File: config.mk
export PLATFORM = sky130hd
export DESIGN_NAME = smas_front_flat
export DESIGN_NICKNAME = d
export VERILOG_FILES = /design/src/rtl/smas_pkg.sv /design/src/rtl/smas_if.sv /design/src/rtl/smas_front.sv /design/src/flat_wrapper.sv
export SDC_FILE = /design/constraint.sdc
export NUM_CORES = 1
export LEC_CHECK = 0
export BUFFER_PORTS_ARGS = -buffer_cell sky130_fd_sc_hd__buf_2
export CAP_MARGIN = 15
export CORE_MARGIN = 2
export CORE_UTILIZATION = 25
export DETAILED_ROUTE_END_ITERATION = 10
export PLACE_DENSITY = 0.44
export RECOVER_POWER = 100
export SETUP_SLACK_MARGIN = 0.15
export SLEW_MARGIN = 10
export SYNTH_ARGS = -nofsm -noshare
export SYNTH_HDL_FRONTEND = slang
export SYNTH_SLANG_ARGS = --single-unit
File: constraint.sdc
create_clock -name clk -period 16.9 [get_ports clk]
set_input_delay 0 -clock clk [delete_from_list [all_inputs] [get_ports clk]]
set_output_delay 0 -clock clk [all_outputs]
set_load 0.05 [all_outputs]
File: src/rtl/smas_pkg.sv
// Shared types, constants and lookup functions for the sprite motion/alarm unit.
// No dependencies; used by every other file of the block.
package smas_pkg;

  localparam int NUM_ALARMS_DEF = 12;
  localparam int ALARM_W = 21;
  localparam int FIX_W   = 32;
  localparam int ANGLE_W = 17;
  localparam int FRIC_W  = 31;
  localparam int CORDIC_STEPS = 16;

  localparam logic [ANGLE_W-1:0] FULL_TURN    = 17'd92160;
  localparam logic [ANGLE_W-1:0] QUARTER_TURN = 17'd23040;
  localparam logic [ANGLE_W-1:0] ANGLE_RESET  = 17'd69120;
  localparam logic signed [33:0] CORDIC_START = 34'sd652032874;

  // register map, index = paddr[3:2]
  localparam logic [1:0] REG_GRAV_STRENGTH = 2'd0;
  localparam logic [1:0] REG_GRAV_ANGLE    = 2'd1;
  localparam logic [1:0] REG_FRICTION      = 2'd2;

  localparam logic EV_ALARM = 1'b0;
  localparam logic EV_STEP  = 1'b1;

  typedef enum logic [1:0] {
    OP_TICK        = 2'd0,
    OP_LOAD_ALARM  = 2'd1,
    OP_LOAD_MOTION = 2'd2,
    OP_NONE        = 2'd3
  } op_e;

  typedef struct packed {
    op_e                      op;
    logic [1:0]               step_kind;
    logic [3:0]               alarm_slot;
    logic signed [ALARM_W-1:0] alarm_load;
    logic signed [FIX_W-1:0]  load_x;
    logic signed [FIX_W-1:0]  load_y;
    logic signed [FIX_W-1:0]  load_hspeed;
    logic signed [FIX_W-1:0]  load_vspeed;
  } item_t;

  typedef struct packed {
    logic signed [FIX_W-1:0] strength;
    logic [ANGLE_W-1:0]      angle;
    logic [FRIC_W-1:0]       friction;
  } cfg_t;

  typedef enum logic [4:0] {
    ST_IDLE, ST_ALARM, ST_MOVE, ST_TRIG_PREP, ST_CORDIC, ST_GMUL, ST_GADD,
    ST_SQ_H, ST_SQ_V, ST_SQ_SUM, ST_SQRT, ST_MAGCHK, ST_DMUL, ST_DINIT,
    ST_DIV, ST_DAPPLY, ST_STEP
  } state_t;

  // atan(2^-i) in 1/65536 degree
  function automatic logic signed [24:0] atan_lut(input logic [3:0] i);
    logic signed [24:0] r;
    unique case (i)
      4'd0:  r = 25'sd2949120;
      4'd1:  r = 25'sd1740967;
      4'd2:  r = 25'sd919879;
      4'd3:  r = 25'sd466945;
      4'd4:  r = 25'sd234379;
      4'd5:  r = 25'sd117304;
      4'd6:  r = 25'sd58666;
      4'd7:  r = 25'sd29335;
      4'd8:  r = 25'sd14668;
      4'd9:  r = 25'sd7334;
      4'd10: r = 25'sd3667;
      4'd11: r = 25'sd1833;
      4'd12: r = 25'sd917;
      4'd13: r = 25'sd458;
      4'd14: r = 25'sd229;
      4'd15: r = 25'sd115;
      default: r = 25'sd0;
    endcase
    return r;
  endfunction

  function automatic logic signed [FIX_W-1:0] sat_fix(input logic signed [35:0] v);
    logic signed [FIX_W-1:0] r;
    if (v > 36'sh0_7FFF_FFFF)       r = 32'sh7FFF_FFFF;
    else if (v < -36'sh0_8000_0000) r = 32'sh8000_0000;
    else                            r = v[FIX_W-1:0];
    return r;
  endfunction

endpackage

File: src/rtl/smas_if.sv
// Valid/ready channel interfaces for input items and result items.
// Depends on smas_pkg for field widths.
interface smas_in_if;
  logic valid;
  logic ready;
  logic [1:0] mode;
  logic [1:0] step_kind;
  logic [3:0] alarm_slot;
  logic signed [smas_pkg::ALARM_W-1:0] alarm_load;
  logic signed [smas_pkg::FIX_W-1:0] load_x;
  logic signed [smas_pkg::FIX_W-1:0] load_y;
  logic signed [smas_pkg::FIX_W-1:0] load_hspeed;
  logic signed [smas_pkg::FIX_W-1:0] load_vspeed;
  modport source(output valid, mode, step_kind, alarm_slot, alarm_load, load_x, load_y,
                 load_hspeed, load_vspeed, input ready);
  modport sink(input valid, mode, step_kind, alarm_slot, alarm_load, load_x, load_y,
               load_hspeed, load_vspeed, output ready);
endinterface


File: src/rtl/smas_front.sv
// Front end: accepts input beats, classifies them and queues them (2 entries).
// Depends on smas_pkg and smas_if.
module smas_front #(
  parameter int NUM_ALARMS = smas_pkg::NUM_ALARMS_DEF
) (
  input  logic              clk,
  input  logic              rst,
  smas_in_if.sink           req,
  output smas_pkg::item_t   head,
  output logic              head_valid,
  input  logic              pop
);

  smas_pkg::item_t q_mem [2];
  logic       wp, rp;
  logic [1:0] cnt;
  smas_pkg::item_t it;
  logic keep, push;

  always_comb begin
    it.op          = smas_pkg::op_e'(req.mode);
    it.step_kind   = req.step_kind;
    it.alarm_slot  = req.alarm_slot;
    it.alarm_load  = req.alarm_load;
    it.load_x      = req.load_x;
    it.load_y      = req.load_y;
    it.load_hspeed = req.load_hspeed;
    it.load_vspeed = req.load_vspeed;
    // unused mode and out-of-range slots have no effect: drop them here
    keep = (it.op != smas_pkg::OP_NONE) &&
           !(it.op == smas_pkg::OP_LOAD_ALARM && 6'(req.alarm_slot) >= 6'(NUM_ALARMS));
  end

  assign req.ready  = (cnt != 2'd2);
  assign push       = req.valid && req.ready && keep;
  assign head       = q_mem[rp];
  assign head_valid = (cnt != 2'd0);

  always_ff @(posedge clk) begin
    if (push) q_mem[wp] <= it;
  end

  always_ff @(posedge clk) begin
    if (rst) begin
      wp  <= 1'b0;
      rp  <= 1'b0;
      cnt <= 2'd0;
    end else begin
      if (push) wp <= ~wp;
      if (pop)  rp <= ~rp;
      cnt <= cnt + {1'b0, push} - {1'b0, pop};
    end
  end

endmodule

File: src/flat_wrapper.sv
// flat-port wrapper written by rule: the top's interface ports become plain ports
module smas_front_flat 
#(
  parameter int NUM_ALARMS = smas_pkg::NUM_ALARMS_DEF
)
  (clk, rst, head, head_valid, pop, req_valid, req_mode, req_step_kind, req_alarm_slot, req_alarm_load, req_load_x, req_load_y, req_load_hspeed, req_load_vspeed, req_ready);
  smas_in_if req_i ();
  input  logic clk;
  input  logic rst;
  output smas_pkg::item_t head;
  output logic head_valid;
  input  logic pop;
  input wire logic [$bits(req_i.valid)-1:0] req_valid;
  input wire logic [$bits(req_i.mode)-1:0] req_mode;
  input wire logic [$bits(req_i.step_kind)-1:0] req_step_kind;
  input wire logic [$bits(req_i.alarm_slot)-1:0] req_alarm_slot;
  input wire logic [$bits(req_i.alarm_load)-1:0] req_alarm_load;
  input wire logic [$bits(req_i.load_x)-1:0] req_load_x;
  input wire logic [$bits(req_i.load_y)-1:0] req_load_y;
  input wire logic [$bits(req_i.load_hspeed)-1:0] req_load_hspeed;
  input wire logic [$bits(req_i.load_vspeed)-1:0] req_load_vspeed;
  output wire logic [$bits(req_i.ready)-1:0] req_ready;
  assign req_i.valid = req_valid;
  assign req_i.mode = req_mode;
  assign req_i.step_kind = req_step_kind;
  assign req_i.alarm_slot = req_alarm_slot;
  assign req_i.alarm_load = req_alarm_load;
  assign req_i.load_x = req_load_x;
  assign req_i.load_y = req_load_y;
  assign req_i.load_hspeed = req_load_hspeed;
  assign req_i.load_vspeed = req_load_vspeed;
  assign req_ready = req_i.ready;
  smas_front #(.NUM_ALARMS(NUM_ALARMS)) u_core (.clk(clk), .rst(rst), .req(req_i), .head(head), .head_valid(head_valid), .pop(pop));
endmodule
# Word-level counts from Yosys, hierarchy flattened
# Memory sizes are Yosys's and may differ from the RTL's. A register that Yosys moved wholly into a read port is not among the register bits.
# Index checks and enable logic that the tools add are counted.
dict set report word_totals {
  register_bits 4
  input_bits 161
  mem_count 1
  rom_bits 0
  wordCells 22
  latch_bits 0
  ramBits 314
  out_inout_bits 159
}
dict set report classes {
  mul 0
  bitwise_logic 2
  eq_ne 3
  mux 4
  n_reduce_logical 6
  n_addsub 2
  magnitude_cmp 1
  n_shift 0
  n_div 0
}
# memory depth word_bits read_ports rd_ports_with_merged_regs wr line_no
set memory_table {}
lappend memory_table {u_core.q_mem 2 157 1 1 1 smas_front.sv:14} ;# smas_pkg::item_t q_mem [2];
# op n
set ops {}
lappend ops {{4-bit greater-or-equal comparator (second input constant)} 1}
lappend ops {{1-bit logical AND} 4}
lappend ops {{1-bit 2-to-1 mux} 4}
lappend ops {{2-bit inequality test (second input constant)} 2}
lappend ops {{2-bit by 1-bit adder with 2-bit output} 1}
lappend ops {{2-bit by 1-bit == test with 1-bit output (second input constant)} 1}
lappend ops {{1-bit inverter} 2}
lappend ops {{2-bit nonzero test} 1}
lappend ops {{2-bit by 1-bit subtractor with 2-bit output} 1}
lappend ops {{1-bit zero test} 1}

# Logic depth before layout (Yosys ltp)
# Gate-level depths: netlist (run 1).
dict set report logic_depth {
  depth_word 7
  depth_mapped 7
}

# Worst setup path after synthesis (run 1)
# Ideal clock, no wire load.
dict set report synth_timing {
  path_type {reg2reg}
  startpoint {reg u_core.cnt[0]}
  endpoint {mem u_core.q_mem[0][0] (netlist bit) (enable)}
  arrival_time_ps 7954
  setup_slack_ps 8252
  n_path_buf 0
  required_time_ps 16206
  stages_incl_launch_ff 4
  setup_ps 694
  cell_sequence {dfxtp_1 -> nand2b_1 -> o211a_1 -> nor2b_1}
}
dict set report synth_via {
  elab_chain_cells 5
}
# item line_no
set synth_lines {}
lappend synth_lines {{from (decl)} smas_front.sv:16} ;# logic [1:0] cnt;
lappend synth_lines {{from (signal assigned)} smas_front.sv:51} ;# cnt <= cnt + {1'b0, push} - {1'b0, pop};
lappend synth_lines {{2-bit inequality test} smas_front.sv:34} ;# assign req.ready = (cnt != 2'd2);
lappend synth_lines {{named net req_ready} flat_wrapper.sv:22} ;# output wire logic [$bits(req_i.ready)-1:0] req_ready;
lappend synth_lines {{1-bit logical AND (2 in series)} smas_front.sv:35} ;# assign push = req.valid && req.ready && keep;
lappend synth_lines {{1-bit 2-to-1 mux} smas_front.sv:40} ;# if (push) q_mem[wp] <= it;
lappend synth_lines {{1-bit 2-to-1 mux (implied by the code)} smas_front.sv:40}
lappend synth_lines {{to (decl)} smas_front.sv:14}
# The timed path passes the listed nets, and every way through them passes these cells.

# Worst setup path in the final report (run 1)
dict set report layout_timing {
  startpoint {reg u_core.cnt[0]}
  endpoint {mem u_core.q_mem[0][66] (netlist bit) (enable)}
}
dict set report layout_via {
  elab_chain_cells 5
}
# item line_no
set layout_lines {}
lappend layout_lines {{2-bit inequality test} smas_front.sv:34}
lappend layout_lines {{1-bit logical AND (2 in series)} smas_front.sv:35}
lappend layout_lines {{1-bit 2-to-1 mux} smas_front.sv:40}
lappend layout_lines {{1-bit 2-to-1 mux (implied by the code)} smas_front.sv:40}
# Every way passes these cells.

==> impl_results.md, run 1 <==
* I/O pin cnt at 320
* Relative slew slack at -507%
* Critical Path Fanout Max at 150
* DR pass1 iterations at 4
* Synthesis-to-layout area growth at 38.9%
* DR vias at 6525
* Placed cell count at between 1000 and 1500
* Synth top area share at a little over 80%
* Warnings from Yosys at 0
* FF-to-FF setup slack at 8.27 ns
* Layout cells sized above 1 at 24.8%
* Clock Tree Buf Depth at 3
* Simple-Gate Fraction of Synth Area at 0.453%
* Cell Count, Final, Fillers Out at 1641
* Synth Area in XOR/XNOR at 0.226%
* Clk_lat worst skew at roughly 0.52 ns
* Pwr Total at 2.15 mW
* DR vias/cell at a little under 4
* Compound-Gate Fraction of Synth Area at less than 1%
* Failing checks: max-capacitance violations, max-slew violations
* Leakage power at 5.33 nW
* First-pass GRT wire length at 38200 um
* Min Tclk post-route at approximately 8.6 ns
* Sink Count at between 300 and 400
* Grt total ovfl at 0
* DRC viols at 0
* Setup bufs post-CTS at 0
* Chip Height at 220 um
* Final worst-path cycle share at 51.1%
* Worst slack at placement at 14.34 ns
* Vias in the first global route at 6911
* Total CTS buffers at 37
* CP Capture Point: u_core.q_mem[0][66]
* Worst-path clk slew at 0.06 ns
* Seq cells post-synth at ~320
* Worst min path class: input port to flop
* R2R Path Start: u_core.cnt[0]
* Synth Area in Adders at 0.216%
* Final setup vio count at 0
* Syn Nets at 677
* Die area at 48200 sq um
* Top cells by area, synth: edfxtp_1, mux2_2, buf_6
* Critical path class: flop to flop
* RR Endpoint: u_core.q_mem[0][66]
* Post-synthesis mux area share at 15.3%
* CP startpoint: u_core.cnt[0]
* DRT antenna net count at 0
* Crit path launch type: flop
* Port buffer count at approximately 320
* Final Slew Violations at 475
* Top cells by instance count after synthesis: edfxtp_1, mux2_2, buf_6
* Starting Density at roughly 25%
* Routed wire length per instance at 15.9 um
* Avg Cell Area, Syn at 22.6 sq um
* Largest net degree at the start of global routing at ~150
* CTS H-Tree Depth at 2
* Worst EP arrival at 8.48 ns
* VDD IR-drop max at 0.0935 mV
* Status: complete, but fails checks
* DR iter-0 viols at 222
* Row count at 78
* Gr usage total at between 10% and 20%
* Ys flop type: edfxtp_1
* Worst EP required at 16.75 ns
* Count of cell types in the netlist at 17
* Die W at 220 um
* Reg2Reg Depth at 4
* Root Buffer: clkbuf_16
* Fmax achieved at roughly 120 MHz
* Max Cap Violations at 7
* PwrDens at 133 nW/um^2
* Area leader, netlist: edfxtp_1
* Post-Synthesis Cell Area at 11600 sq um
* Layout Nets at 1184
* N_diodes at 0
* Crit. End Element: flop
* Final wirelength at 26100 um
* RSZ-0062 raised after global routing: no
* Final Hold Vio Count at 0
* Count leader, synth: edfxtp_1
* Core area at 45600 sq um
* Mapped Cells at 514
* Slew @ Worst Pin at 9.11 ns
* Min setup slack post-route at roughly 8.3 ns
* CTS tree: built
* Final setup TNS at 0 ns
* Initial antenna violation count at 1
* Post-synthesis sequential area ratio at 82.1%
* Worst clock skew at 0.00636 ns
* EDFF count, synth at ~310
* Detailed placement HPWL at 15900 um
* Largest family of logic cells by synthesized area: multiplexers
* GP Congestion at 0.691
* Hold_sp: req_load_vspeed[30]
* Synth async-reset ratio at 0%
[through the flow]
stage | utilization (%) | hold WS, ns | instance area, sq um
floorplan | - | 0.0716 | 11600
global placement | 30.4 | 0.189 | 13800
detailed placement | 30.4 | 0.191 | 13800
CTS | 36.2 | 0.147 | 16500
global route | 35.4 | 0.168 | 16100
finish | 35.4 | 0.200 | 16100
[routing by layer]
layer,part of all wire [%],global-route usage [%]
met2,47,17.0
met3,8.8,4.00
met4,2.7,4.17
met5,0.050,0
met1,41,12.3
[power by group]
group	total [mW]	internal [mW]	switching [mW]
clock network	0.703	0.414	0.289
registers	1.00	0.982	0.0178
logic	0.448	0.118	0.330
[worst min path at each step]
stage / endpoint / slack, ns / cells past startpoint
after detailed placement: u_core.q_mem[0][22] / 0.19 / 1
after global placement: u_core.q_mem[0][116] / 0.19 / 1
after floorplan: u_core.cnt[0] / 0.07 / 1
after CTS: u_core.q_mem[1][75] / 0.15 / 2
after global routing: u_core.q_mem[1][11] / 0.17 / 2
final: u_core.q_mem[1][30] / 0.20 / 2
[worst max-delay path, cell delays in order, from the launching register on]
cell and delay (ns):
dfxtp_1 0.34, nand2b_1 0.12, o211a_1 0.21, nor2b_1 0.65, clkbuf_1 6.29
[repair_timing]
action,4_1_cts,5_1_grt
hold buffers,161,0
hold endpoints to repair,319,0
resized for setup,0,0
[logic make-up (layout without fill, tap and decap cells)]
family	after synthesis	in the layout
simple gates	10	10
fa+ha+maj	2	2
flops	319	319
buf+inv	20	547
xor+xnor	3	3
compound gates	2	2
mux	158	158
[sequential cells by signal (all words and copies together), names as in the netlist, named ones only]
register      cells
u_core.wp         1
u_core.cnt        2
u_core.rp         1
u_core.q_mem    314
[placed cells by master (no fill, tap or decap), drive strengths merged]
cell / netlist / routed
xnor2: 2 / 2
nor2: 4 / 4
nor2b: 3 / 3
clkinv: 0 / 10
inv: 3 / 3
xor2: 1 / 1
or2: 1 / 1
ha: 2 / 2
bufinv: 0 / 1
o211a: 1 / 1
dlygate4sd3: 0 / 161
dfxtp: 5 / 5
a21oi: 1 / 1
and2: 1 / 1
clkbuf: 0 / 317
nand2b: 1 / 1
mux2: 158 / 158
buf: 17 / 55
edfxtp: 314 / 314
[layout make-up]
class	count	area (sq um)
fillers	4515	29400
repair buffers	485	2900
inverters	3	11.3
clock buffers	48	967
flip-flops and latches	319	9530
well taps	600	751
multi-input cells	175	1900
clock inverters	11	75.1
(Power assumes the default switching activity.)
==> run 2, diff against run 1 <==
ABC_AREA = 1   (was not set)
PLACE_DENSITY = 0.46   (was 0.44)
clock period = 7.4 ns   (was 16.9 ns; I/O delays follow)
==> run 2 against run 1 <==
Compared with the run above: global-route usage increased by 0.18 points; synthesized cell count increased by 1.9%; critical endpoint is now head[153]; final cell count is 1.2% higher; non-clock buffer count decreased by 1; area after synthesis barely moved; cell area grew 0.64%; largest cell class unchanged; worst hold slack worse by 0.023 ns; core utilization grew 0.15 points; the run still ends with max-capacitance violations, max-slew violations left; largest power group unchanged.
==> impl_results.md, run 2 <==
* EDFF count, synth at 314 (unchanged)
* Top cells by area, synth: edfxtp_1, mux2_2, buf_6
* Critical Path Fanout Max at 67 (-55%)
* PwrDens at 288 nW/um^2 (+120%)
* Worst EP required at 7.40 ns (-9.35 ns)
* Clk_lat worst skew at 0.54 ns (+0.02 ns)
* CTS tree: built
* Core area at 45700 sq um (+0.21%)
* Fillers at 4507 (-0.18%)
* Max reg flops at 314 (unchanged)
* Status: complete, but fails checks
* Worst EP arrival at 4.65 ns (-3.83 ns)
* Mapped Cells at 524 (+1.9%)
* Design area at 16200 sq um (+0.64%)
* Port buffer count at 319 (unchanged)
* Largest register by flop count: u_core.q_mem
* Most frequent cells in the layout: edfxtp_1, clkbuf_1, dlygate4sd3_1, mux2_2, buf_2
* Failing checks: max-capacitance violations, max-slew violations
* VDD IR-drop max at 0.233 mV (+150%)
* Synthesis-to-layout area growth at 39.7%
* Die area at 48200 sq um (about the same)
* Initial antenna violation count at 5 (+4)
* Vias in the first global route at 6979 (+0.98%)
* DR vias at 6522 (-0.046%)
* Layout Nets at 1193 (+0.76%)
* Fmax achieved at 215 MHz
* Detailed placement HPWL at 16000 um (+0.60%)
* Cell Area, Placed at 13800 sq um (about the same)
* DRT antenna net count at 0 (unchanged)
* First-pass GRT wire length at 38600 um (+1.2%)
* Warnings from Yosys at 0 (unchanged)
* Row count at 78 (unchanged)
* Starting Density at 25.4% (-0.035 points)
* Post-synthesis sequential area ratio at 82.0% (about the same)
* Root Buffer: clkbuf_16
* CTS H-Tree Depth at 2 (unchanged)
* RSZ-0062 raised after global routing: no
* Cts repair resizes at 0 (unchanged)
* Count leader, synth: edfxtp_1
* Die W at 220 um (about the same)
* I/O pin cnt at 320 (unchanged)
* GP Congestion at 0.689 (-0.38%)
* Final worst-path cycle share at 62.8%
* Clock Tree Buf Depth at 3 (unchanged)
* Grt total ovfl at 0 (unchanged)
* Chip Height at 220 um (about the same)
* Seq cells post-synth at 319 (unchanged)
* Max Cap Violations at 3 (-4)
* Critical path class: flop to output port
* Final Hold Vio Count at 0 (unchanged)
* Worst-path clk slew at 0.06 ns (about the same)
* Final Slew Violations at 139 (-71%)
* Final setup TNS at 0 ns (unchanged)
* Biggest regs: u_core.q_mem (314), u_core.cnt (2)
* Ys flop type: edfxtp_1
* Final wirelength at 26400 um (+1.2%)
* Most common cell after layout, fill and taps aside: edfxtp_1
* Top cells by instance count after synthesis: edfxtp_1, mux2_2, buf_6
* DR vias/cell at 3.93 (-1.2%)
* Area leader, netlist: edfxtp_1
* Gr usage total at 10.6% (+0.18 points)
* DR pass1 iterations at 4 (unchanged)
* Crit. End Element: output port
* Layout cells sized above 1 at 26.3% (+1.5 points)
* Worst clock skew at 0.0229 ns (+0.0166 ns)
* Syn Nets at 687 (+1.5%)
* Worst min path class: input port to flop
* Routed wire length per instance at 15.9 um (about the same)
* Post-Synthesis Cell Area at 11600 sq um (about the same)
* Total CTS buffers at 37 (unchanged)
* Avg Cell Area, Syn at 22.2 sq um (-1.8%)
* Synth top area share at 81.2% (about the same)
* Synth async-reset ratio at 0% (unchanged)
* Crit path launch type: flop
* Largest net degree at the start of global routing at 95 (-37%)
* DRC viols at 0 (unchanged)
* Sink Count at 319 (unchanged)
* Final setup vio count at 0 (unchanged)
* DR iter-0 viols at 242 (+9.0%)
* Count of cell types in the netlist at 15 (-2)
* Min Tclk post-route at 4.65 ns
* Relative slew slack at -94.2% (+410 points)
* Leakage power at 5.43 nW (+1.9%)
* Slew @ Worst Pin at 2.90 ns (-6.21 ns)
run 2: cell count changes in the layout (fill, tap and decap cells not counted), sizes merged, moves of 6 or more:
cell / change
buf: +14
nand2: +8
clkbuf: -15
clkinv: +8
inv: +6
run 2: logic make-up after synthesis:
| family | share of synthesized area, % |
|---|---|
| multiplexers | 15.2 |
| adder cells (fa/ha/maj) | 0.215 |
| AO/OA/AOI/OAI | 0.0862 |
| AND/OR/NAND/NOR | 0.582 |
| flip-flops | 82.0 |
| XOR/XNOR | 0.151 |
| buffers and inverters | 1.73 |
run 2: final timing paths:
path | start | endpoint | slack, ns | cells after the start
worst min-delay path | req_load_vspeed[22] | u_core.q_mem[0][22] | 0.18 | 2
worst max-delay path | flop | head[153] | 2.75 | 3
worst min register to register | u_core.wp | u_core.wp | 0.52 | 2
worst max register to register | u_core.cnt[0] | u_core.q_mem[0][122] | 2.97 | 5
run 2: critical path, cell delays in order (launching register included):
cell and delay (ns):
dfxtp_1 1.54, clkbuf_2 1.56, mux2_2 0.39, clkbuf_1 0.56
run 2: what timing repair did:
action,4_1_cts,5_1_grt
setup buffers,0,0
hold buffers,160,0
hold endpoints to repair,319,0
run 2: routing by layer:
metal | GRT usage (%) | part of all wire (%) | up-vias
met5 | 0 | 0.11 | -
met4 | 4.18 | 3.2 | 4
met3 | 4.17 | 7.9 | 58
met2 | 17.6 | 47 | 202
met1 | 12.3 | 41 | 3172
li1 | - | - | 3086
run 2: cell type report:
class / count / area [sq um] / area share [%]
diodes: 3 / 7.51 / 0.0462
clock buffers: 47 / 1010 / 6.20
clock inverters: 20 / 97.6 / 0.601
inverters: 8 / 35.0 / 0.216
multi-input cells: 180 / 1890 / 11.6
flip-flops and latches: 319 / 9530 / 58.7
well taps: 600 / 751 / 4.62
repair buffers: 484 / 2920 / 18.0
run 2: where the power goes:
part	internal, mW	switching (mW)	leakage (nW)	total (mW)
sequential	2.14	0.0316	2.93	2.17
combinational	0.234	0.616	1.95	0.850
clock	0.961	0.703	0.542	1.66
run 2: per-stage QoR:
stage / cells / util [%] / setup slack [ns] / hold slack, ns / total power [mW]
after global routing: 1661 / 35.5 / 2.31 / 0.158 / 4.89
after detailed placement: 1431 / 30.3 / 4.28 / 0.191 / 3.03
final: 1661 / 35.5 / 2.75 / 0.177 / 4.68
after global placement: 1431 / 30.3 / 4.24 / 0.187 / 3.03
after CTS: 1658 / 36.2 / 4.26 / 0.125 / 4.80
after floorplan: 524 / - / 2.22 / 0.0712 / 2.83
